==> config.mk <==
export PLATFORM = sky130hd
export DESIGN_NAME = fat12_root_dir_entry_decoder
export DESIGN_NICKNAME = d
export VERILOG_FILES = /design/src/rtl/core/fat12_pkg.sv /design/src/rtl/core/fat12_root_dir_entry_decoder.sv
export SDC_FILE = /design/constraint.sdc
export NUM_CORES = 1
export LEC_CHECK = 0
export ABC_AREA = 1
export BUFFER_PORTS_ARGS = -buffer_cell sky130_fd_sc_hd__clkbuf_2
export CORE_MARGIN = 2
export CORE_UTILIZATION = 35
export CTS_CLUSTER_DIAMETER = 100
export CTS_CLUSTER_SIZE = 28
export DETAILED_ROUTE_END_ITERATION = 6
export PLACE_DENSITY = 0.52
export SYNTH_ARGS = -nofsm -noshare
export SYNTH_HDL_FRONTEND = slang
export SYNTH_SLANG_ARGS = --single-unit
==> constraint.sdc <==
create_clock -name aclk -period 4.3 [get_ports aclk]
set_input_delay 0.215 -clock aclk [delete_from_list [all_inputs] [get_ports aclk]]
set_output_delay 0.215 -clock aclk [all_outputs]
set_load 0.02 [all_outputs]
==> src/rtl/core/fat12_pkg.sv <==
// Shared constants and helper functions for the FAT12 directory entry decoder.
`timescale 1ns / 1ps

package fat12_pkg;

    // Scan limits
    localparam int MAX_ENTRIES  = 224;
    localparam int ENTRY_CNT_W  = $clog2(MAX_ENTRIES + 1);

    // Entry layout
    localparam logic [4:0] LAST_POS   = 5'd31;
    localparam logic [4:0] HEAD_LAST  = 5'd17;  // last byte kept in the head buffer
    localparam logic [4:0] SIZE_FIRST = 5'd28;
    localparam int         HEAD_BYTES = 18;
    localparam int         SIZE_LOW_BYTES = 3;  // size bytes 28..30; byte 31 is the last word

    // Attribute bits
    localparam logic [7:0] ATTR_LFN_MASK = 8'h0F;
    localparam logic [7:0] ATTR_VOLUME   = 8'h08;
    localparam logic [7:0] ATTR_DIR      = 8'h10;
    localparam logic [7:0] END_MARK      = 8'h00;

    localparam logic [11:0] YEAR_BASE = 12'd1980;

    // Stream widths
    localparam int RESULT_W = 172;
    localparam int TDATA_W  = 176;

    function automatic logic is_white(input logic [7:0] c);
        is_white = (c == 8'h20) || (c >= 8'h09 && c <= 8'h0D);
    endfunction

    // Count name bytes ahead of the first whitespace
    function automatic logic [3:0] name_len(input logic [63:0] name);
        logic [3:0] n;
        logic       hit;
        n   = 4'd0;
        hit = 1'b0;
        for (int i = 0; i < 8; i++) begin
            if (!hit && is_white(name[8*i +: 8])) begin
                hit = 1'b1;
            end else if (!hit) begin
                n = n + 4'd1;
            end
        end
        name_len = n;
    endfunction

    function automatic logic [1:0] ext_len(input logic [23:0] ext);
        logic [1:0] n;
        logic       hit;
        n   = 2'd0;
        hit = 1'b0;
        for (int i = 0; i < 3; i++) begin
            if (!hit && is_white(ext[8*i +: 8])) begin
                hit = 1'b1;
            end else if (!hit) begin
                n = n + 2'd1;
            end
        end
        ext_len = n;
    endfunction

    function automatic logic attr_listed(input logic [7:0] a);
        attr_listed = ((a & ATTR_LFN_MASK) != ATTR_LFN_MASK) &&
                      ((a & ATTR_VOLUME) == 8'h00) &&
                      ((a & ATTR_DIR) == 8'h00);
    endfunction

endpackage

==> src/rtl/core/fat12_root_dir_entry_decoder.sv <==
// Top level: FAT12 root directory byte stream to listed file records.
`timescale 1ns / 1ps

// FAT12 root directory entry decoder. Feed the raw root directory region one
// byte per word on the s_axis side; set s_axis_tuser on the first byte of a
// scan to clear the counters (reset also starts a scan). Bytes are grouped
// into 32-byte entries. An entry whose first byte is 0x00 ends the scan, as
// does completing MAX_ENTRIES entries; later bytes are dropped until the next
// restart. Entries that are long-name parts, volume labels or directories
// give no word; every other entry gives one record word on m_axis, loaded
// into the output register at the edge that accepts its last byte, so it
// shows on m_axis in the cycle after.
// Throughput is one byte per cycle while m_axis_tready stays high. The input
// side stalls only while a record sits in the output register and
// m_axis_tready is low; the stall lasts until the sink takes that record.
// The record of an entry is built from the bytes held in small capture
// registers plus the final byte, so there is no clearing pass and no
// per-byte latency beyond the single output register.
module fat12_root_dir_entry_decoder
    import fat12_pkg::*;
(
    input  logic                aclk,
    input  logic                aresetn,
    input  logic                s_axis_tvalid,
    output logic                s_axis_tready,
    input  logic [7:0]          s_axis_tdata,   // data_byte[7:0]
    input  logic                s_axis_tuser,   // restart
    output logic                m_axis_tvalid,
    input  logic                m_axis_tready,
    // [7:0] file_index, [71:8] name_chars, [75:72] name_length,
    // [99:76] ext_chars, [101:100] ext_length, [133:102] entry_size,
    // [145:134] year, [149:146] month, [154:150] day, [159:155] hour,
    // [165:160] minute, [171:166] second, [175:172] zero
    output logic [TDATA_W-1:0]  m_axis_tdata
);

    // Scan state
    logic [4:0]             byte_pos_reg,  byte_pos_next;
    logic [ENTRY_CNT_W-1:0] entry_cnt_reg, entry_cnt_next;
    logic [7:0]             listed_cnt_reg, listed_cnt_next;
    logic                   scan_ended_reg, scan_ended_next;

    // Capture registers for the bytes the record needs
    logic [7:0] head_reg [0:HEAD_BYTES-1];
    logic [7:0] size_reg [0:SIZE_LOW_BYTES-1];

    // Output register
    logic               m_valid_reg, m_valid_next;
    logic [TDATA_W-1:0] m_data_reg;

    logic                   s_accept;
    logic [4:0]             byte_pos_eff;
    logic [ENTRY_CNT_W-1:0] entry_cnt_eff, entry_cnt_inc;
    logic [7:0]             listed_eff;
    logic                   ended_eff;
    logic                   end_mark, take, last_byte, out_load;

    logic [63:0] name_w;
    logic [23:0] ext_w;
    logic [15:0] date_w, time_w;
    logic [31:0] size_w;
    logic [RESULT_W-1:0] result_w;

    // Stall only when a finished record is still waiting
    assign s_axis_tready = !m_valid_reg || m_axis_tready;
    assign s_accept      = s_axis_tvalid && s_axis_tready;

    // A restart clears the scan before this byte is looked at
    assign byte_pos_eff  = s_axis_tuser ? 5'd0 : byte_pos_reg;
    assign entry_cnt_eff = s_axis_tuser ? '0 : entry_cnt_reg;
    assign listed_eff    = s_axis_tuser ? 8'd0 : listed_cnt_reg;
    assign ended_eff     = s_axis_tuser ? 1'b0 : scan_ended_reg;
    assign entry_cnt_inc = entry_cnt_eff + 1'b1;

    assign end_mark  = !ended_eff && (byte_pos_eff == 5'd0) && (s_axis_tdata == END_MARK);
    assign take      = !ended_eff && !end_mark;
    assign last_byte = take && (byte_pos_eff == LAST_POS);
    assign out_load  = s_accept && last_byte && attr_listed(head_reg[11]);

    // Assemble the record from captured bytes and the final byte
    always_comb begin
        for (int i = 0; i < 8; i++) begin
            name_w[8*i +: 8] = head_reg[i];
        end
        for (int i = 0; i < 3; i++) begin
            ext_w[8*i +: 8] = head_reg[8 + i];
        end
        time_w   = {head_reg[15], head_reg[14]};
        date_w   = {head_reg[17], head_reg[16]};
        size_w   = {s_axis_tdata, size_reg[2], size_reg[1], size_reg[0]};
        result_w = {time_w[4:0], 1'b0,
                    time_w[10:5],
                    time_w[15:11],
                    date_w[4:0],
                    date_w[8:5],
                    YEAR_BASE + {5'd0, date_w[15:9]},
                    size_w,
                    ext_len(ext_w),
                    ext_w,
                    name_len(name_w),
                    name_w,
                    listed_eff};
    end

    always_comb begin
        byte_pos_next   = byte_pos_reg;
        entry_cnt_next  = entry_cnt_reg;
        listed_cnt_next = listed_cnt_reg;
        scan_ended_next = scan_ended_reg;
        if (s_accept) begin
            byte_pos_next   = byte_pos_eff;
            entry_cnt_next  = entry_cnt_eff;
            listed_cnt_next = listed_eff;
            scan_ended_next = ended_eff;
            if (end_mark) begin
                scan_ended_next = 1'b1;
            end else if (last_byte) begin
                byte_pos_next  = 5'd0;
                entry_cnt_next = entry_cnt_inc;
                if (out_load) begin
                    listed_cnt_next = listed_eff + 8'd1;
                end
                if (entry_cnt_inc == ENTRY_CNT_W'(MAX_ENTRIES)) begin
                    scan_ended_next = 1'b1;
                end
            end else if (take) begin
                byte_pos_next = byte_pos_eff + 5'd1;
            end
        end
    end

    // Hold the record until the sink takes it
    always_comb begin
        m_valid_next = m_valid_reg;
        if (out_load) begin
            m_valid_next = 1'b1;
        end else if (m_axis_tready) begin
            m_valid_next = 1'b0;
        end
    end

    always_ff @(posedge aclk) begin
        if (!aresetn) begin
            byte_pos_reg   <= 5'd0;
            entry_cnt_reg  <= '0;
            listed_cnt_reg <= 8'd0;
            scan_ended_reg <= 1'b0;
            m_valid_reg    <= 1'b0;
        end else begin
            byte_pos_reg   <= byte_pos_next;
            entry_cnt_reg  <= entry_cnt_next;
            listed_cnt_reg <= listed_cnt_next;
            scan_ended_reg <= scan_ended_next;
            m_valid_reg    <= m_valid_next;
        end
    end

    // Capture payload bytes; no reset needed
    always_ff @(posedge aclk) begin
        if (s_accept && take && byte_pos_eff <= HEAD_LAST) begin
            head_reg[byte_pos_eff] <= s_axis_tdata;
        end
        if (s_accept && take && byte_pos_eff >= SIZE_FIRST && byte_pos_eff != LAST_POS) begin
            size_reg[byte_pos_eff[1:0]] <= s_axis_tdata;
        end
        if (out_load) begin
            m_data_reg <= {{(TDATA_W - RESULT_W){1'b0}}, result_w};
        end
    end

    assign m_axis_tvalid = m_valid_reg;
    assign m_axis_tdata  = m_data_reg;

    // A new record appears only right after the last byte of an entry
    a_load_on_last: assert property (@(posedge aclk) disable iff (!aresetn)
        $rose(m_axis_tvalid) |-> $past(s_accept && byte_pos_eff == LAST_POS))
        else $error("record loaded away from the last byte of an entry");

    // An accepted end marker stops the scan
    a_end_stops: assert property (@(posedge aclk) disable iff (!aresetn)
        (s_accept && end_mark) |=> scan_ended_reg)
        else $error("end marker did not stop the scan");

    // The file index advances exactly once per record
    a_index_step: assert property (@(posedge aclk) disable iff (!aresetn)
        out_load |=> (listed_cnt_reg == $past(listed_eff) + 8'd1))
        else $error("listed counter out of step with records");

    // Bytes accepted after the scan ended change nothing unless it restarts
    a_hold_after_end: assert property (@(posedge aclk) disable iff (!aresetn)
        (s_accept && scan_ended_reg && !s_axis_tuser) |=>
        (byte_pos_reg == $past(byte_pos_reg) && !$rose(m_axis_tvalid)))
        else $error("byte taken after the scan ended");

endmodule
==> flow_summary.toml, run 1 <==
[timing]
slew_viol_final = 0
hold_viol_final = 0
rsz0062_at_grt = "no"
finalCriticalPeriod_ns = 3.31
fin_setup_tns_ns = 0
finalCritPeriodShare_pct = 77.1
tightestPinTransition_ns = 0.883
setup_viol = 0
slew_headroom_pct = 40.9
max_freq_mhz = 302
clock_skew_ns = 0.0274

[clocking]
cts_setup_buffers = 0
cts_max_path_buffers = 3
clk_pin_slew_ns = 0.10
tritoncts = "yes"
cts-htree-levels = 1
cts_root_buffer = "clkbuf_16"
insertion_delay_ns = 0.52
cts_resized = 0
cts_made_buffers = 16
cts.sinks = 340

[detailed_routing]
postRouteAntennaNets = 0
routed_wl_mm = 26.2
drt_iter0_drc = 412
dr.pass1.iters = 7
vias_per_cell = 4.55
routed-via-count = 6709
post-route-drc-count = 0
routedWlPerCell_um = 17.8

[synth]
ys_seq_elements = 340
yosysTopAreaCell = "edfxtp_1"
synth_most_common_cell = "edfxtp_1"
synth_cell_types = 40
syn_area_per_cell_um2 = 15.2
synthTopCellsByArea = "edfxtp_1, dfxtp_1, nand2_1"
yosysTopAreaCellShare_pct = 77.8
syn-instance-count = 803
ys_seq_area_share_pct = 81.6
syn_area_um2 = 12200
synth_commonest_cells = "edfxtp_1, nand2_1, inv_1, nor2_1, nand3_1"
synthSimpleGateAreaFrac_pct = 10.1
yosysWarnings = 0
synth_edf_count = 317
synthAdderAreaFrac_pct = 1.43
synth_mux_area_share_pct = 0
synth-xor-area-share_pct = 0.573
synthFlopType = "edfxtp_1"
synth_top_family_by_area = "simple AND/OR/NAND/NOR gates"
synth_compound_area_share_pct = 3.06
async_flop_share_pct = 0

[outcome]
outcome = "finished, final reports clean"

[final_layout]
finalNonFillerCells = 1474
nFillCells = 3182
layout-drive-gt1-share_pct = 23.6
n_antenna_cell = 0
area_growth_pct = 16.9
largest_register_ffs = 171
fin_nets = 1039

[die]
initial_core_util_pct = 35.5
core-area_um2 = 34500
num_io_pins = 191
die_h_um = 191
fp.dieArea_um2 = 36500
die_w_um = 191
rows = 68

[setup_path]
worstSetupEndpointType = "flop"
worstSetupStartpointType = "flop"
path_class = "reg2reg"
arrival_ns = 3.56
cp_max_fo = 5
cp_data_required_time_ns = 4.54

[place]
place_hpwl_mm = 17.5
routabilityCongestion = 0.869
io_buffers = 185
place_inst = 1448

[power]
powerDensity_nw_per_um2 = 383
leakagePower_nw = 5.23
ir_drop_v = 0.000210

[grt]
track_usage_pct = 14.1
antenna_found_initial = 0
grt_max_degree = 47
grt_pass1_vias = 6484
grt_pass1_wl_mm = 38.4
grt.overflow.total = 0

[min_path]
hp-class = "in2reg"

[flow_run]
maxCapViolCount = 0
[path summary, 6_finish.rpt]
check / from / slack (ns) / cells past startpoint / end
max: head_reg[0][5]$_DFFE_PP_ / 0.99 / 19 / m_axis_tdata[73]$_DFFE_PP_
min reg2reg: head_reg[17][2]$_DFFE_PP_ / 0.42 / 0 / m_axis_tdata[135]$_DFFE_PP_
min: aresetn / 0.06 / 3 / listed_cnt_reg[4]$_SDFFE_PN0P_
max reg2reg: head_reg[0][5]$_DFFE_PP_ / 0.99 / 19 / m_axis_tdata[73]$_DFFE_PP_
[cell usage in the layout, fill, tap and decap left out, drive strengths merged, types with 2 or more instances in the layout]
| cell | Yosys | routed |
|---|---|---|
| a2111oi | 2 | 2 |
| a21oi | 25 | 25 |
| buf | 5 | 10 |
| clkbuf | 4 | 208 |
| conb | 1 | 5 |
| dfxtp | 23 | 23 |
| edfxtp | 317 | 317 |
| ha | 14 | 14 |
| inv | 89 | 91 |
| nand2 | 118 | 118 |
| nand3 | 32 | 32 |
| nand4 | 9 | 9 |
| nor2 | 86 | 86 |
| nor3 | 18 | 18 |
| nor4 | 4 | 4 |
| o211ai | 4 | 4 |
| o21ai | 29 | 29 |
| or2 | 5 | 5 |
| xor2 | 7 | 7 |
[through the flow]
| stage | setup slack [ns] | total power, mW | utilization, % | instance area [µm²] | hold WS [ns] |
|---|---|---|---|---|---|
| 2_1_floorplan | 0.305 | 3.75 | - | 12200 | 0.314 |
| 3_3_place_gp | 1.08 | 3.82 | 40.1 | 13800 | 0.401 |
| 3_5_place_dp | 1.00 | 3.82 | 40.1 | 13800 | 0.405 |
| 4_1_cts | 1.00 | 5.55 | 41.5 | 14300 | 0.0254 |
| 5_1_grt | 0.678 | 5.68 | 41.5 | 14300 | 0.0322 |
| 6_report | 0.985 | 5.48 | 41.5 | 14300 | 0.0575 |
[timing repair]
action                                  4_1_cts  5_1_grt
endpoints found under the setup margin        0        0
hold buffers                                  1        0
hold endpoints to repair                      1        0
[cells by family (layout without fill, tap and decap cells)]
family,count (synthesis),after routing
flip-flops,340,340
AND/OR/NAND/NOR,274,274
buffers and inverters,99,311
AO/OA/AOI/OAI,67,67
adder cells (fa/ha/maj),14,14
XOR/XNOR,8,8
other,1,5
[power by group]
part / internal, mW / leakage, nW / switching [mW]
combinational: 0.0311 / 1.96 / 0.105
sequential: 3.60 / 3.04 / 0.00726
clock: 0.751 / 0.230 / 0.987
total: 4.38 / 5.23 / 1.10
[critical path, stage by stage, from the launching register on]
cell and delay [ns]:
edfxtp_1 0.45, nor2_1 0.14, nor2_1 0.05, nor2_1 0.09, nand3_1 0.17, nand2_1 0.18
inv_1 0.09, ha_1 0.29, nor2_1 0.10, nor2_1 0.06, ha_1 0.28, inv_1 0.05
nand3_1 0.07, nand2_1 0.09, ha_1 0.30, nand2_1 0.08, nand2_1 0.09, ha_1 0.30
nand3_1 0.08, o211ai_1 0.09
[final cells by class]
class | instances | area [µm²] | share of cell area [%]
clock buffer | 23 | 448 | 3.13
clock inverter | 2 | 27.5 | 0.193
inverter | 90 | 345 | 2.42
timing repair buffer | 196 | 1050 | 7.34
tap | 455 | 569 | 3.98
sequential | 340 | 9980 | 69.8
multi-input combinational | 368 | 1870 | 13.1
[metal layers]
| layer | vias to the layer above | routed length, µm | global-route usage [%] |
|---|---|---|---|
| li1 | 3244 | - | - |
| met1 | 3270 | 11200 | 18.5 |
| met2 | 165 | 12900 | 24.1 |
| met3 | 30 | 1520 | 2.57 |
| met4 | 0 | 543 | 3.58 |
| met5 | - | 0 | 0 |
(Power assumes the default switching activity.)
==> inputs of run 2 (changes only) <==
ABC_AREA = 0   (was 1)
clock period = 2.8 ns   (was 4.3 ns; I/O delays follow)
==> run 2 against run 1 <==
The flow now finishes with violations (negative setup slack). Register-to-register slack worse by 2.1 ns. Non-clock buffer count is 96 higher. Power is 53% higher. Synthesized cell count is 14% lower. Largest power group unchanged. Worst setup slack lost 2.1 ns. Critical path type unchanged.
==> flow_summary.toml, run 2 <==
[synth]
synth_mux_area_share_pct = 0
synth_edf_count = 317
syn-instance-count = 688
yosysTopAreaCell = "edfxtp_1"
synthAdderAreaFrac_pct = 1.44
yosysTopAreaCellShare_pct = 78.4
ys_seq_elements = 340
synthFlopType = "edfxtp_1"
synth_top_family_by_area = "simple AND/OR/NAND/NOR gates"
synthTopCellsByArea = "edfxtp_1, dfxtp_1, nor2_1"
yosysWarnings = 0
synth_compound_area_share_pct = 5.01
syn_area_per_cell_um2 = 17.6
synth_commonest_cells = "edfxtp_1, nor2_1, nand2_1, o21ai_0, dfxtp_1"
synthSimpleGateAreaFrac_pct = 9.07
ys_seq_area_share_pct = 82.2
async_flop_share_pct = 0
synth-xor-area-share_pct = 1.02
synth_most_common_cell = "edfxtp_1"
synth_cell_types = 67
syn_area_um2 = 12100

[timing]
max_freq_mhz = 257
slew_headroom_pct = 54.1
hold_viol_final = 0
slew_viol_final = 0
rsz0062_at_grt = "yes"
worst_slack_ns = -1.09
finalCriticalPeriod_ns = 3.89
finalCritPeriodShare_pct = 139
tightestPinTransition_ns = 0.687
setup_viol = 3
clock_skew_ns = 0.0194

[power]
switching_share_pct = 19.8
combinationalPowerShare_pct = 2.8
finalPower_mw = 8.37
leakagePower_nw = 5.31
seq_power_share_pct = 66.1
clockPowerShare_pct = 31.2
powerDensity_nw_per_um2 = 556
ir_drop_v = 0.000316
power.internal_mw = 6.71
power.switching_mw = 1.65

[final_layout]
largest_register_ffs = 171
layout-drive-gt1-share_pct = 36.9
layout_common_cells = "edfxtp_1, clkbuf_2, buf_4, nor2_1, nand2_1"
n_antenna_cell = 0
area_growth_pct = 24.0
final_common_cell = "edfxtp_1"
final_cell_area_um2 = 15000
post-route-util_pct = 43.8
finalNonFillerCells = 1446
fin_nets = 1015

[setup_path]
cp_data_required_time_ns = 3.05
path_class = "reg2reg"
arrival_ns = 4.15
worstSetupEndpointType = "flop"
cp_max_fo = 2
worstSetupStartpointType = "flop"

[place]
routabilityCongestion = 0.819
dp_slack_ns = -1.10
postPlaceCellArea_um2 = 14500
io_buffers = 185
place_inst = 1415
place_hpwl_mm = 17.6

[die]
die_w_um = 190
die_h_um = 190
fp.dieArea_um2 = 36200
num_io_pins = 191
initial_core_util_pct = 35.3
rows = 68
core-area_um2 = 34400

[grt]
track_usage_pct = 14.4
grt.overflow.total = 0
grt_max_degree = 60
grt_pass1_vias = 6597
antenna_found_initial = 0
grt_pass1_wl_mm = 39.3

[clocking]
insertion_delay_ns = 0.51
clk_pin_slew_ns = 0.10
cts_made_buffers = 16
cts-htree-levels = 1
cts_max_path_buffers = 3
cts_root_buffer = "clkbuf_16"
tritoncts = "yes"
cts.sinks = 340

[outcome]
violations = "negative setup slack"
outcome = "complete, but fails checks"

[detailed_routing]
vias_per_cell = 4.69
routedWlPerCell_um = 18.6
drt_iter0_drc = 360
postRouteAntennaNets = 0
post-route-drc-count = 0
routed-via-count = 6786
routed_wl_mm = 26.8
dr.pass1.iters = 4

[min_path]
hp-class = "in2reg"

[flow_run]
maxCapViolCount = 0
-- run 2: changes by cell type in the layout (fill, tap and decap cells not counted), moves of 8 or more --
cell and delta:
a21oi_1 -8, and2_1 +8, inv_1 -70, o21ai_0 -9, nand3_1 -23, nor2_1 -32, nor4b_1 +8, nand2_1 -78
buf_4 +95, nor2b_1 +16
-- run 2: worst paths after layout --
path                                                start                            to  slack (ns)  cells after the start
worst max register to register   head_reg[2][1]$_DFFE_PP_    m_axis_tdata[74]$_DFFE_PP_       -1.09                     20
worst min-delay path                         s_axis_tuser  byte_pos_reg[3]$_SDFFE_PN0P_        0.03                      4
worst min register to register  head_reg[16][7]$_DFFE_PP_   m_axis_tdata[148]$_DFFE_PP_        0.42                      0
worst max-delay path             head_reg[2][1]$_DFFE_PP_    m_axis_tdata[74]$_DFFE_PP_       -1.09                     20
-- run 2: critical path, cell delays in order (launching register included) --
cell      delay (ns)
edfxtp_1        0.40
or4b_4          0.55
a21oi_2         0.14
o21ai_2         0.06
o21a_1          0.20
ha_1            0.27
inv_1           0.07
a21oi_2         0.05
ha_1            0.32
nand3_2         0.08
o21ai_1         0.06
a21oi_1         0.13
ha_1            0.26
nor2_1          0.11
o21ai_1         0.07
ha_2            0.19
and4_4          0.16
o21ai_2         0.11
xor2_1          0.19
o21ai_1         0.07
nor3b_2         0.15
-- run 2: metal layers --
metal | global-route usage [%] | vias to the layer above | routed length [µm]
li1 | - | 3234 | -
met1 | 19.1 | 3386 | 11900
met2 | 25.6 | 150 | 13700
met3 | 2.08 | 16 | 1040
met4 | 2.39 | 0 | 216
met5 | 0 | - | 0
-- run 2: cells by family after synthesis --
logic type                 count (synthesis)
other                                      1
xor gates and xnor gates                  12
AOI/OAI and AO/OA                         93
adders and majority gates                 14
buffers and inverters                     33
and+or+nand+nor                          195
DFF                                      340
-- run 2: cell type report --
type	count	area, µm²
clock inverter	4	35.0
sequential	340	9990
multi-input combinational	319	2170
tap	455	569
clock buffer	17	425
fill	3122	19300
timing repair buffer	292	1780
inverter	19	76.3
-- run 2: power groups by stage --
| stage | clock network, mW | logic, mW | registers (mW) |
|---|---|---|---|
| finish | 2.61 | 0.232 | 5.53 |
| global route | 2.87 | 0.255 | 5.53 |
| CTS | 2.73 | 0.227 | 5.53 |
| detailed placement | 0 | 0.220 | 5.65 |
| global placement | 0 | 0.219 | 5.65 |
| floorplan | 0 | 0.0924 | 5.65 |
-- run 2: what timing repair did --
| item | in CTS | in global routing |
|---|---|---|
| buffers inserted | 3 | 6 |
| hold buffers | 1 | 0 |
| gates resized for setup | 6 | 9 |
| endpoints found under the setup margin | 3 | 55 |
| pin swaps | 6 | 4 |
| hold endpoints to repair | 3 | 0 |
-- run 2: per-stage QoR --
step / hold WS, ns / TNS (ns)
2_1_floorplan: 0.239 / -2.28
3_3_place_gp: 0.400 / -2.51
3_5_place_dp: 0.405 / -2.69
4_1_cts: 0.0113 / -2.61
5_1_grt: 0.0532 / -3.25
6_report: 0.0331 / -2.62
